$ cat config.mk
export PLATFORM = sky130hd
export DESIGN_NAME = top_k_min_heap_tracker_flat
export DESIGN_NICKNAME = d
export VERILOG_FILES = /design/src/rtl/tkh_pkg.sv /design/src/rtl/tkh_in_if.sv /design/src/rtl/tkh_out_if.sv /design/src/rtl/tkh_ram.sv /design/src/rtl/tkh_ctrl.sv /design/src/rtl/tkh_dp.sv /design/src/rtl/top_k_min_heap_tracker.sv /design/src/flat_wrapper.sv
export SDC_FILE = /design/constraint.sdc
export NUM_CORES = 1
export LEC_CHECK = 0
export BUFFER_PORTS_ARGS = -buffer_cell sky130_fd_sc_hd__buf_2
export CORE_UTILIZATION = 45
export CTS_BUF_LIST = sky130_fd_sc_hd__clkbuf_2 sky130_fd_sc_hd__clkbuf_4 sky130_fd_sc_hd__clkbuf_8
export DETAILED_ROUTE_END_ITERATION = 10
export GPL_TIMING_DRIVEN = 0
export HOLD_SLACK_MARGIN = 0.12
export PLACE_DENSITY = 0.72
export SLEW_MARGIN = 15
export SYNTH_ARGS = -nofsm -noshare
export SYNTH_HDL_FRONTEND = slang
export SYNTH_SLANG_ARGS = --single-unit
$ cat constraint.sdc
create_clock -name i_clk -period 6.61 [get_ports i_clk]
set_clock_uncertainty 0.05 [all_clocks]
set_input_delay 0.9915 -clock i_clk [delete_from_list [all_inputs] [get_ports i_clk]]
set_output_delay 0.9915 -clock i_clk [all_outputs]
set_load 0.05 [all_outputs]
$ cat src/rtl/tkh_pkg.sv
`timescale 1ns / 1ps
// ----------------------------------------------------------------------------
// tkh_pkg: shared types and constants of the top-K min-heap tracker
// Heap geometry, command codes, controller states and the control/status
// bundles that join the controller and the datapath.
// ----------------------------------------------------------------------------
package tkh_pkg;

    localparam int MAX_K = 16;
    localparam int VAL_W = 32;
    localparam int K_W   = 5;
    localparam int IDX_W = $clog2(MAX_K);
    localparam int CNT_W = $clog2(MAX_K + 1);
    localparam int CHD_W = IDX_W + 1;

    localparam logic CMD_INSERT = 1'b0;
    localparam logic CMD_DUMP   = 1'b1;

    typedef enum logic [3:0] {
        S_IDLE,
        S_INS_EMIT,
        S_BUILD_RD,
        S_BUILD_LD,
        S_SIFT_RD,
        S_SIFT_CMP,
        S_DUMP_RD,
        S_DUMP_EMIT,
        S_EMPTY_EMIT
    } t_state;

    typedef enum logic [1:0] {
        RD_CHILD,
        RD_BUILD,
        RD_DUMP
    } t_rd_sel;

    typedef struct packed {
        logic    append;
        logic    load_in;
        logic    build_init;
        logic    build_ld;
        logic    build_dec;
        logic    sift_fin;
        logic    sift_step;
        logic    dump_init;
        logic    emit_ins;
        logic    emit_dump;
        logic    emit_empty;
        t_rd_sel rd_sel;
    } t_dp_cmd;

    typedef struct packed {
        logic in_dump;
        logic below_k;
        logic fill_last;
        logic gt_root;
        logic cnt_zero;
        logic child_out;
        logic sift_stop;
        logic i_zero;
        logic dump_last;
        logic out_free;
    } t_dp_stat;

endpackage

$ cat src/rtl/tkh_in_if.sv
`timescale 1ns / 1ps
// ----------------------------------------------------------------------------
// tkh_in_if: command channel of the top-K tracker
// Valid/ready channel carrying one insert or dump command.
// ----------------------------------------------------------------------------
interface tkh_in_if;
    import tkh_pkg::*;

    logic                    valid;
    logic                    ready;
    logic                    command;
    logic signed [VAL_W-1:0] value;

    modport source (output valid, output command, output value, input ready);
    modport sink   (input valid, input command, input value, output ready);
endinterface

$ cat src/rtl/tkh_out_if.sv
`timescale 1ns / 1ps
// ----------------------------------------------------------------------------
// tkh_out_if: result channel of the top-K tracker
// Valid/ready channel carrying one insert result or one dumped entry.
// ----------------------------------------------------------------------------
interface tkh_out_if;
    import tkh_pkg::*;

    logic                    valid;
    logic                    ready;
    logic signed [VAL_W-1:0] result_value;
    logic [IDX_W-1:0]        entry_index;
    logic [CNT_W-1:0]        stored_count;
    logic                    heap_full;
    logic                    entry_valid;
    logic                    last;

    modport source (
        output valid, output result_value, output entry_index, output stored_count,
        output heap_full, output entry_valid, output last, input ready
    );
    modport sink (
        input valid, input result_value, input entry_index, input stored_count,
        input heap_full, input entry_valid, input last, output ready
    );
endinterface

$ cat src/rtl/tkh_ram.sv
`timescale 1ns / 1ps
// ----------------------------------------------------------------------------
// tkh_ram: generic RAM, one write port, two registered read ports
// Read data shows the contents before a write in the same cycle.
// ----------------------------------------------------------------------------
module tkh_ram #(
    parameter int WIDTH = 32,
    parameter int DEPTH = 16
) (
    input  logic                     i_clk,
    input  logic                     i_we,
    input  logic [$clog2(DEPTH)-1:0] i_waddr,
    input  logic [WIDTH-1:0]         i_wdata,
    input  logic [$clog2(DEPTH)-1:0] i_raddr_a,
    output logic [WIDTH-1:0]         o_rdata_a,
    input  logic [$clog2(DEPTH)-1:0] i_raddr_b,
    output logic [WIDTH-1:0]         o_rdata_b
);
    logic [WIDTH-1:0] r_mem [DEPTH];
    logic [WIDTH-1:0] r_rdata_a;
    logic [WIDTH-1:0] r_rdata_b;

    always_ff @(posedge i_clk) begin
        if (i_we) begin
            r_mem[i_waddr] <= i_wdata;
        end
        r_rdata_a <= r_mem[i_raddr_a];
        r_rdata_b <= r_mem[i_raddr_b];
    end

    assign o_rdata_a = r_rdata_a;
    assign o_rdata_b = r_rdata_b;
endmodule

$ cat src/rtl/tkh_ctrl.sv
`timescale 1ns / 1ps
// ----------------------------------------------------------------------------
// tkh_ctrl: sequencer of the top-K tracker
// Steps append, heap build, sift-down and dump through the datapath.
// ----------------------------------------------------------------------------
module tkh_ctrl (
    input  logic              i_clk,
    input  logic              i_rst_n,
    input  logic              i_in_valid,
    output logic              o_in_ready,
    input  tkh_pkg::t_dp_stat i_stat,
    output tkh_pkg::t_dp_cmd  o_cmd
);
    import tkh_pkg::*;

    t_state r_state;
    t_state n_state;

    always_ff @(posedge i_clk) begin
        if (!i_rst_n) begin
            r_state <= S_IDLE;
        end else begin
            r_state <= n_state;
        end
    end

    always_comb begin
        n_state = r_state;
        unique case (r_state)
            S_IDLE: begin
                if (i_in_valid) begin
                    if (i_stat.in_dump) begin
                        n_state = i_stat.cnt_zero ? S_EMPTY_EMIT : S_DUMP_RD;
                    end else if (i_stat.below_k) begin
                        n_state = i_stat.fill_last ? S_BUILD_RD : S_INS_EMIT;
                    end else begin
                        n_state = i_stat.gt_root ? S_SIFT_RD : S_INS_EMIT;
                    end
                end
            end
            S_INS_EMIT: begin
                if (i_stat.out_free) n_state = S_IDLE;
            end
            S_BUILD_RD: n_state = S_BUILD_LD;
            S_BUILD_LD: n_state = S_SIFT_RD;
            S_SIFT_RD: begin
                if (i_stat.child_out) begin
                    n_state = i_stat.i_zero ? S_INS_EMIT : S_BUILD_RD;
                end else begin
                    n_state = S_SIFT_CMP;
                end
            end
            S_SIFT_CMP: begin
                if (i_stat.sift_stop) begin
                    n_state = i_stat.i_zero ? S_INS_EMIT : S_BUILD_RD;
                end else begin
                    n_state = S_SIFT_RD;
                end
            end
            S_DUMP_RD: n_state = S_DUMP_EMIT;
            S_DUMP_EMIT: begin
                if (i_stat.out_free) n_state = i_stat.dump_last ? S_IDLE : S_DUMP_RD;
            end
            S_EMPTY_EMIT: begin
                if (i_stat.out_free) n_state = S_IDLE;
            end
            default: n_state = S_IDLE;
        endcase
    end

    always_comb begin
        o_cmd        = '0;
        o_cmd.rd_sel = RD_CHILD;
        o_in_ready   = 1'b0;
        unique case (r_state)
            S_IDLE: begin
                o_in_ready = 1'b1;
                if (i_in_valid) begin
                    if (i_stat.in_dump) begin
                        o_cmd.dump_init = !i_stat.cnt_zero;
                    end else if (i_stat.below_k) begin
                        o_cmd.append     = 1'b1;
                        o_cmd.build_init = i_stat.fill_last;
                    end else begin
                        o_cmd.load_in = i_stat.gt_root;
                    end
                end
            end
            S_INS_EMIT:   o_cmd.emit_ins = i_stat.out_free;
            S_BUILD_RD:   o_cmd.rd_sel = RD_BUILD;
            S_BUILD_LD:   o_cmd.build_ld = 1'b1;
            S_SIFT_RD: begin
                if (i_stat.child_out) begin
                    o_cmd.sift_fin  = 1'b1;
                    o_cmd.build_dec = !i_stat.i_zero;
                end
            end
            S_SIFT_CMP: begin
                o_cmd.sift_step = 1'b1;
                o_cmd.build_dec = i_stat.sift_stop && !i_stat.i_zero;
            end
            S_DUMP_RD:    o_cmd.rd_sel = RD_DUMP;
            S_DUMP_EMIT: begin
                o_cmd.rd_sel    = RD_DUMP;
                o_cmd.emit_dump = i_stat.out_free;
            end
            S_EMPTY_EMIT: o_cmd.emit_empty = i_stat.out_free;
            default: o_cmd = '0;
        endcase
    end

`ifndef ASSERT_OFF
    a_sift_only_full: assert property (@(posedge i_clk) disable iff (!i_rst_n)
        (r_state == S_SIFT_RD) |-> !i_stat.below_k)
        else $error("sift-down started on a heap that is not full");

    a_dump_not_empty: assert property (@(posedge i_clk) disable iff (!i_rst_n)
        (r_state == S_DUMP_EMIT) |-> !i_stat.cnt_zero)
        else $error("entry dump running on an empty heap");
`endif
endmodule

$ cat src/rtl/tkh_dp.sv
`timescale 1ns / 1ps
// ----------------------------------------------------------------------------
// tkh_dp: datapath of the top-K tracker
// Heap RAM, count and k registers, sift-down compare and the result register.
// ----------------------------------------------------------------------------
module tkh_dp (
    input  logic                           i_clk,
    input  logic                           i_rst_n,
    input  logic                           i_cfg_wr_en,
    input  logic [tkh_pkg::K_W-1:0]        i_cfg_wr_data,
    input  logic                           i_in_command,
    input  logic signed [tkh_pkg::VAL_W-1:0] i_in_value,
    input  tkh_pkg::t_dp_cmd               i_cmd,
    output tkh_pkg::t_dp_stat              o_stat,
    tkh_out_if.source                      o_out
);
    import tkh_pkg::*;

    logic [CNT_W-1:0]        r_k;
    logic [CNT_W-1:0]        n_k;
    logic [CNT_W-1:0]        r_count;
    logic signed [VAL_W-1:0] r_root;
    logic signed [VAL_W-1:0] r_v;
    logic [IDX_W-1:0]        r_pos;
    logic [IDX_W-1:0]        r_i;
    logic [IDX_W-1:0]        r_idx;

    logic                    r_out_valid;
    logic signed [VAL_W-1:0] r_out_value;
    logic [IDX_W-1:0]        r_out_index;
    logic [CNT_W-1:0]        r_out_count;
    logic                    r_out_full;
    logic                    r_out_entry;
    logic                    r_out_last;

    logic                    w_we;
    logic [IDX_W-1:0]        w_waddr;
    logic signed [VAL_W-1:0] w_wdata;
    logic [IDX_W-1:0]        w_raddr_a;
    logic signed [VAL_W-1:0] w_rdata_a;
    logic signed [VAL_W-1:0] w_rdata_b;

    logic [CHD_W-1:0]        w_child;
    logic [CHD_W-1:0]        w_right;
    logic                    w_right_ok;
    logic                    w_pick_right;
    logic signed [VAL_W-1:0] w_cv;
    logic [IDX_W-1:0]        w_cidx;
    logic                    w_stop;
    logic                    w_dump_last;
    logic                    w_out_free;

    // Child addresses of the current sift position
    assign w_child      = {r_pos, 1'b1};
    assign w_right      = w_child + CHD_W'(1);
    assign w_right_ok   = w_child < (r_k - CNT_W'(1));
    assign w_pick_right = w_right_ok && (w_rdata_b < w_rdata_a);
    assign w_cv         = w_pick_right ? w_rdata_b : w_rdata_a;
    assign w_cidx       = w_pick_right ? w_right[IDX_W-1:0] : w_child[IDX_W-1:0];
    assign w_stop       = r_v < w_cv;
    assign w_dump_last  = (CNT_W'(r_idx) + CNT_W'(1)) == r_count;
    assign w_out_free   = !r_out_valid || o_out.ready;

    always_comb begin
        o_stat.in_dump   = i_in_command == CMD_DUMP;
        o_stat.below_k   = r_count < r_k;
        o_stat.fill_last = (r_count + CNT_W'(1)) == r_k;
        o_stat.gt_root   = r_root < i_in_value;
        o_stat.cnt_zero  = r_count == '0;
        o_stat.child_out = w_child >= r_k;
        o_stat.sift_stop = w_stop;
        o_stat.i_zero    = r_i == '0;
        o_stat.dump_last = w_dump_last;
        o_stat.out_free  = w_out_free;
    end

    always_comb begin
        w_we    = 1'b0;
        w_waddr = r_pos;
        w_wdata = r_v;
        if (i_cmd.append) begin
            w_we    = 1'b1;
            w_waddr = r_count[IDX_W-1:0];
            w_wdata = i_in_value;
        end else if (i_cmd.sift_fin) begin
            w_we = 1'b1;
        end else if (i_cmd.sift_step) begin
            w_we    = 1'b1;
            w_wdata = w_stop ? r_v : w_cv;
        end
    end

    always_comb begin
        unique case (i_cmd.rd_sel)
            RD_CHILD: w_raddr_a = w_child[IDX_W-1:0];
            RD_BUILD: w_raddr_a = r_i;
            RD_DUMP:  w_raddr_a = r_idx;
            default:  w_raddr_a = w_child[IDX_W-1:0];
        endcase
    end

    tkh_ram #(
        .WIDTH (VAL_W),
        .DEPTH (MAX_K)
    ) u_heap (
        .i_clk     (i_clk),
        .i_we      (w_we),
        .i_waddr   (w_waddr),
        .i_wdata   (w_wdata),
        .i_raddr_a (w_raddr_a),
        .o_rdata_a (w_rdata_a),
        .i_raddr_b (w_right[IDX_W-1:0]),
        .o_rdata_b (w_rdata_b)
    );

    // Clamp k into 1..MAX_K on write
    always_comb begin
        if (i_cfg_wr_data == '0) begin
            n_k = CNT_W'(1);
        end else if (i_cfg_wr_data > K_W'(MAX_K)) begin
            n_k = CNT_W'(MAX_K);
        end else begin
            n_k = CNT_W'(i_cfg_wr_data);
        end
    end

    always_ff @(posedge i_clk) begin
        if (!i_rst_n) begin
            r_k         <= CNT_W'(MAX_K);
            r_count     <= '0;
            r_out_valid <= 1'b0;
        end else begin
            if (i_cfg_wr_en && r_count == '0) r_k <= n_k;
            if (i_cmd.append) r_count <= r_count + CNT_W'(1);
            if (i_cmd.emit_ins || i_cmd.emit_dump || i_cmd.emit_empty) begin
                r_out_valid <= 1'b1;
            end else if (o_out.ready) begin
                r_out_valid <= 1'b0;
            end
        end
    end

    always_ff @(posedge i_clk) begin
        if (w_we && w_waddr == '0) r_root <= w_wdata;
        if (i_cmd.load_in) begin
            r_v   <= i_in_value;
            r_pos <= '0;
            r_i   <= '0;
        end
        if (i_cmd.build_init) r_i <= IDX_W'((r_k - CNT_W'(1)) >> 1);
        if (i_cmd.build_ld) begin
            r_v   <= w_rdata_a;
            r_pos <= r_i;
        end
        if (i_cmd.build_dec) r_i <= r_i - IDX_W'(1);
        if (i_cmd.sift_step && !w_stop) r_pos <= w_cidx;
        if (i_cmd.dump_init) r_idx <= '0;
        if (i_cmd.emit_dump) r_idx <= r_idx + IDX_W'(1);

        if (i_cmd.emit_ins) begin
            r_out_value <= (r_count == '0) ? '0 : r_root;
            r_out_index <= '0;
            r_out_count <= r_count;
            r_out_full  <= r_count == r_k;
            r_out_entry <= 1'b1;
            r_out_last  <= 1'b1;
        end else if (i_cmd.emit_dump) begin
            r_out_value <= w_rdata_a;
            r_out_index <= r_idx;
            r_out_count <= r_count;
            r_out_full  <= r_count == r_k;
            r_out_entry <= 1'b1;
            r_out_last  <= w_dump_last;
        end else if (i_cmd.emit_empty) begin
            r_out_value <= '0;
            r_out_index <= '0;
            r_out_count <= '0;
            r_out_full  <= 1'b0;
            r_out_entry <= 1'b0;
            r_out_last  <= 1'b1;
        end
    end

    assign o_out.valid        = r_out_valid;
    assign o_out.result_value = r_out_value;
    assign o_out.entry_index  = r_out_index;
    assign o_out.stored_count = r_out_count;
    assign o_out.heap_full    = r_out_full;
    assign o_out.entry_valid  = r_out_entry;
    assign o_out.last         = r_out_last;

`ifndef ASSERT_OFF
    a_count_le_k: assert property (@(posedge i_clk) disable iff (!i_rst_n)
        r_count <= r_k)
        else $error("held count above k");

    a_k_range: assert property (@(posedge i_clk) disable iff (!i_rst_n)
        (r_k != '0) && (r_k <= CNT_W'(MAX_K)))
        else $error("k outside 1..MAX_K");

    a_write_in_heap: assert property (@(posedge i_clk) disable iff (!i_rst_n)
        w_we |-> (CNT_W'(w_waddr) < r_k))
        else $error("heap write beyond k");
`endif
endmodule

$ cat src/rtl/top_k_min_heap_tracker.sv
`timescale 1ns / 1ps
// ----------------------------------------------------------------------------
// top_k_min_heap_tracker: keep the K largest signed values of a stream
// Min-heap of up to MAX_K entries in a RAM; insert, bottom-up build on the
// K-th value, replace-root with sift-down, and dump in heap array order.
// ----------------------------------------------------------------------------
//
//  channel   dir  handshake          payload
//  i_in      in   valid/ready        command, value
//  o_out     out  valid/ready        result_value, entry_index, stored_count,
//                                    heap_full, entry_valid, last
//  i_cfg     in   i_cfg_wr_en only   i_cfg_wr_data (k_in_use)
//
//  Steps: an insert that only appends or is dropped emits its result and
//  returns to idle; a root replacement walks the new root down one level at
//  a time until it stops or ends on a leaf; the fill that completes the heap
//  runs one sift-down per node from (k-1)/2 down to the root. A dump reads
//  and emits each held entry in turn. Each sift level is set by the registered
//  RAM read: read both children, then compare/write.
//  Reset (synchronous, active low) clears the held count, sets k to 16 and
//  idles the sequencer; heap contents are not cleared, no clearing pass.
//  A stalled o_out holds the result register; the next command is taken
//  once the sequencer is back in idle, even while a result still waits.
//
module top_k_min_heap_tracker (
    input  logic                       i_clk,
    input  logic                       i_rst_n,
    input  logic                       i_cfg_wr_en,
    input  logic [tkh_pkg::K_W-1:0]    i_cfg_wr_data,
    tkh_in_if.sink                     i_in,
    tkh_out_if.source                  o_out
);
    import tkh_pkg::*;

    t_dp_cmd  w_cmd;
    t_dp_stat w_stat;
    logic     w_in_ready;

    // Sequencer: owns the input handshake, drives datapath commands
    tkh_ctrl u_ctrl (
        .i_clk      (i_clk),
        .i_rst_n    (i_rst_n),
        .i_in_valid (i_in.valid),
        .o_in_ready (w_in_ready),
        .i_stat     (w_stat),
        .o_cmd      (w_cmd)
    );

    // Datapath: heap storage, compares and the output transaction register
    tkh_dp u_dp (
        .i_clk         (i_clk),
        .i_rst_n       (i_rst_n),
        .i_cfg_wr_en   (i_cfg_wr_en),
        .i_cfg_wr_data (i_cfg_wr_data),
        .i_in_command  (i_in.command),
        .i_in_value    (i_in.value),
        .i_cmd         (w_cmd),
        .o_stat        (w_stat),
        .o_out         (o_out)
    );

    assign i_in.ready = w_in_ready;

`ifndef ASSERT_OFF
    // One command at a time: after a transaction the sequencer is busy
    a_one_in_flight: assert property (@(posedge i_clk) disable iff (!i_rst_n)
        (i_in.valid && w_in_ready) |=> !w_in_ready)
        else $error("input taken while the previous command is still running");
`endif
endmodule

$ cat src/flat_wrapper.sv
// flat-port wrapper written by rule: the top's interface ports become plain ports
module top_k_min_heap_tracker_flat import tkh_pkg::*;
  (i_clk, i_rst_n, i_cfg_wr_en, i_cfg_wr_data, i_in_valid, i_in_command, i_in_value, i_in_ready, o_out_valid, o_out_result_value, o_out_entry_index, o_out_stored_count, o_out_heap_full, o_out_entry_valid, o_out_last, o_out_ready);
  tkh_in_if i_in_i ();
  tkh_out_if o_out_i ();
  input  logic i_clk;
  input  logic i_rst_n;
  input  logic i_cfg_wr_en;
  input  logic [tkh_pkg::K_W-1:0] i_cfg_wr_data;
  input wire logic [$bits(i_in_i.valid)-1:0] i_in_valid;
  input wire logic [$bits(i_in_i.command)-1:0] i_in_command;
  input wire logic [$bits(i_in_i.value)-1:0] i_in_value;
  output wire logic [$bits(i_in_i.ready)-1:0] i_in_ready;
  output wire logic [$bits(o_out_i.valid)-1:0] o_out_valid;
  output wire logic [$bits(o_out_i.result_value)-1:0] o_out_result_value;
  output wire logic [$bits(o_out_i.entry_index)-1:0] o_out_entry_index;
  output wire logic [$bits(o_out_i.stored_count)-1:0] o_out_stored_count;
  output wire logic [$bits(o_out_i.heap_full)-1:0] o_out_heap_full;
  output wire logic [$bits(o_out_i.entry_valid)-1:0] o_out_entry_valid;
  output wire logic [$bits(o_out_i.last)-1:0] o_out_last;
  input wire logic [$bits(o_out_i.ready)-1:0] o_out_ready;
  assign i_in_i.valid = i_in_valid;
  assign i_in_i.command = i_in_command;
  assign i_in_i.value = i_in_value;
  assign i_in_ready = i_in_i.ready;
  assign o_out_valid = o_out_i.valid;
  assign o_out_result_value = o_out_i.result_value;
  assign o_out_entry_index = o_out_i.entry_index;
  assign o_out_stored_count = o_out_i.stored_count;
  assign o_out_heap_full = o_out_i.heap_full;
  assign o_out_entry_valid = o_out_i.entry_valid;
  assign o_out_last = o_out_i.last;
  assign o_out_i.ready = o_out_ready;
  top_k_min_heap_tracker u_core (.i_clk(i_clk), .i_rst_n(i_rst_n), .i_cfg_wr_en(i_cfg_wr_en), .i_cfg_wr_data(i_cfg_wr_data), .i_in(i_in_i), .o_out(o_out_i));
endmodule
==> impl_metrics.ini <==
[run_status]
outcome = complete, but fails checks
violations = max-capacitance violations, max-slew violations

[grt]
grt_pass1_vias = 23700
overflow = 0
grt_usage_pct = 29.5
antenna_found_initial = 3
grt_first_pass_wirelength_um = 153000
grt_max_degree = 23

[synth]
syn_area_per_cell_um2 = 12.2
ys_warn_count = 0
yosysSeqAreaShare_pct = 61.1
synthFlopType = edfxtp_1
syn-num-nets = 2784
ys_ff_latch = 679
netlist-cell-type-count = 66
synth-edff-count = 594
synth_area_mm2 = 0.0320
netlist_instances = 2628
async_flop_share_pct = 0

[critical_path]
startpoint = u_core.u_dp.u_heap.o_rdata_a[2]
ff2ff_setup_slack_ns = 0.05
required_ns = 7.03
r2r_cells = 19
slowest_stage = o41ai_4
critPathMaxStageDelay_ns = 0.62
worst_setup_path_start_kind = register
path_max_fanout = 10
crit_cells = 19
worstPathArrival_ns = 6.97
end_kind = register
critical_path_class = reg2reg
cp_num_buf_inv = 4
cp_cell_sequence = inv_1 > ha_1 > nand2_1 > o21ai_2 > a41oi_4 > o41ai_4 > a21oi_2 > nor2_4 > buf_2 > mux2i_1 > ha_1 > nand4_1 > nor2_1 > nand4_1 > o211ai_4 > buf_4 > clkbuf_1 > nand4b_1 > o221ai_2
path_delay_family = simple AND/OR/NAND/NOR gates
r2r-start = u_core.u_dp.u_heap.o_rdata_a[2]

[sta]
relSlewSlack_pct = -43.2
hold_viol_final = 0
drv_slew = 46
tightestPinTransition_ns = 2.15
finalSetupViolCount = 0
worst_slack_ns = 0.0525
clock.fmax_mhz = 152
min_period_over_period_pct = 99.2
final.setup.tns_ns = 0
rsz0062_at_grt = false
final.min_clock_period_ns = 6.56

[finish]
area_growth_pct = 16.3
fill_cells = 5944
finalNonFillerCells = 3908
nets = 3031
finalInstanceArea_mm2 = 0.0372
drive_gt1_share_pct = 16.9

[floorplanning]
die_h_um = 269
io-pin-count = 89
dieArea_mm2 = 0.0722
start_util_pct = 45.6
rows = 97
core-area_mm2 = 0.0701
chipWidth_um = 269

[route]
routed_via_density = 6.36
wl_um = 112000
route.detailed.wl_per_inst_um = 28.6
num_vias = 24800
drt_iter0_markers = 4149
drcViolationCount = 0
ant_nets = 0
firstDrtPassIters = 8

[placed_design]
gp_congestion = 0.953
io_buffers = 88
placed_area_mm2 = 0.0342
pre_cts_ws_ns = -1.49
placedCellCount = 3677
dp_hpwl_um = 75500

[power]
power_leakage_nw = 13.5
powerDensity_mw_per_mm2 = 277
ir_drop_mv = 0.157

[clocking]
clockRootBuffer = clkbuf_8
hold_buffers = 0
clk_latency_ns = 0.76
cts_max_level = 3
clk_pin_slew_ns = 0.06
clockBufferDepth = 3
cts_tree = done
cts_buffers = 113
cts.sinks = 679

[min_path]
hp-class = reg2reg
hold_depth = 1
hold_path.startpoint = u_core.u_dp.o_out.entry_index[0]

[run]
maxCapViolations = 3
per-layer routing:
metal	GRT usage [%]	part of all wire [%]	vias up	wire length, µm
li1	-	-	10500	-
met1	38.9	37	11900	40900
met2	44.8	44	2057	49500
met3	8.04	14	381	15500
met4	14.6	5.2	0	5760
met5	0	0	-	0
power breakdown:
part | switching (W) | internal [W] | leakage [nW] | total [W]
Clock | 0.00175 | 0.00205 | 1.21 | 0.00380
Combinational | 0.00113 | 0.000491 | 6.23 | 0.00162
Sequential | 0.0000634 | 0.00481 | 6.09 | 0.00488
Total | 0.00294 | 0.00736 | 13.5 | 0.0103
what timing repair did:
action,4_1_cts,5_1_grt
setup buffers,5,5
pin swaps,4,20
resized for setup,18,43
gates cloned,0,13
setup endpoints to repair,530,500
cell usage in the layout, fill, tap and decap left out, types with 11 or more instances in the layout:
master,n
nand2_1,632
edfxtp_1,594
clkbuf_1,137
nand3_1,137
clkbuf_8,123
ha_1,113
a311oi_1,94
buf_2,90
dfxtp_1,85
inv_1,81
o21ai_0,74
a21oi_1,73
mux4_2,68
and3_1,66
clkbuf_4,50
a31oi_1,41
mux2_2,34
nor2_1,33
mux2i_1,31
nand4b_1,29
o221ai_4,28
a21o_1,24
nand4_1,23
buf_1,21
clkinv_1,21
nor2_4,17
xnor2_1,14
nor3_1,13
o221ai_2,13
buf_12,12
buf_16,11
per-stage QoR:
stage | power [W] | hold WS (ns) | util [%]
floorplan | 0.00586 | 0.422 | -
global placement | 0.00637 | 0.409 | 47.9
detailed placement | 0.00642 | 0.405 | 48.8
CTS | 0.0102 | 0.423 | 52.4
global route | 0.0105 | 0.439 | 53.1
finish | 0.0103 | 0.421 | 53.1
cells in the mapped netlist, types with 29 or more instances:
library cell | n | area (µm²)
mux2i_1 | 31 | 310
ha_1 | 113 | 1410
nand2_1 | 632 | 2370
dfxtp_1 | 85 | 1700
nand3_1 | 137 | 686
and3_1 | 66 | 413
a311oi_1 | 94 | 823
mux4_2 | 68 | 1530
clkbuf_1 | 142 | 533
inv_1 | 82 | 308
edfxtp_1 | 594 | 17800
mux2_2 | 34 | 383
a21oi_1 | 74 | 370
a31oi_1 | 41 | 257
nor2_1 | 50 | 188
o21ai_0 | 77 | 385
o221ai_2 | 30 | 450
nand4b_1 | 29 | 254
worst paths after layout:
check                                           to
setup / recovery            u_core.u_dp.r_root[17]
hold / removal    u_core.u_dp.o_out.entry_index[0]
setup reg to reg            u_core.u_dp.r_root[17]
hold reg to reg   u_core.u_dp.o_out.entry_index[0]
cell families after synthesis:
logic type | share of synthesized area [%]
and+or+nand+nor | 14.3
DFF | 61.1
AOI/OAI and AO/OA | 9.58
buffers and inverters | 3.09
muxes | 6.95
adders and majority gates | 4.42
xor gates and xnor gates | 0.602
flip-flops by register name (all words and copies together), names as in the netlist:
signal / count
u_core.u_dp.u_heap.o_rdata_b: 32
u_core.u_dp.r_v: 32
u_core.u_dp.r_root: 21
u_core.u_dp.o_out.entry_index: 4
u_core.u_dp.o_out.stored_count: 5
u_core.u_dp.r_idx: 4
u_core.u_dp.o_out.heap_full: 1
u_core.u_dp.u_heap.o_rdata_a: 32
u_core.u_dp.u_heap.r_mem: 491
u_core.u_dp.o_out.valid: 1
u_core.u_ctrl.r_state: 4
u_core.u_dp.o_out.last: 1
u_core.u_dp.o_out.entry_valid: 1
u_core.u_dp.o_out.result_value: 32
u_core.u_dp.r_i: 4
u_core.u_dp.r_count: 5
u_core.u_dp.r_k: 5
u_core.u_dp.r_pos: 4
area by class of cell:
type / instances / area [µm²] / area share, %
clock inverters: 36 / 234 / 0.629
inverters: 82 / 308 / 0.827
clock buffers: 171 / 2050 / 5.52
flip-flops and latches: 679 / 19500 / 52.5
multi-input cells: 1708 / 12200 / 32.7
well taps: 940 / 1180 / 3.16
plain buffers: 172 / 726 / 1.95
repair buffers: 119 / 1000 / 2.70
diodes: 1 / 2.50 / 0.00672
No activity file was read; power rests on OpenSTA's default activity.
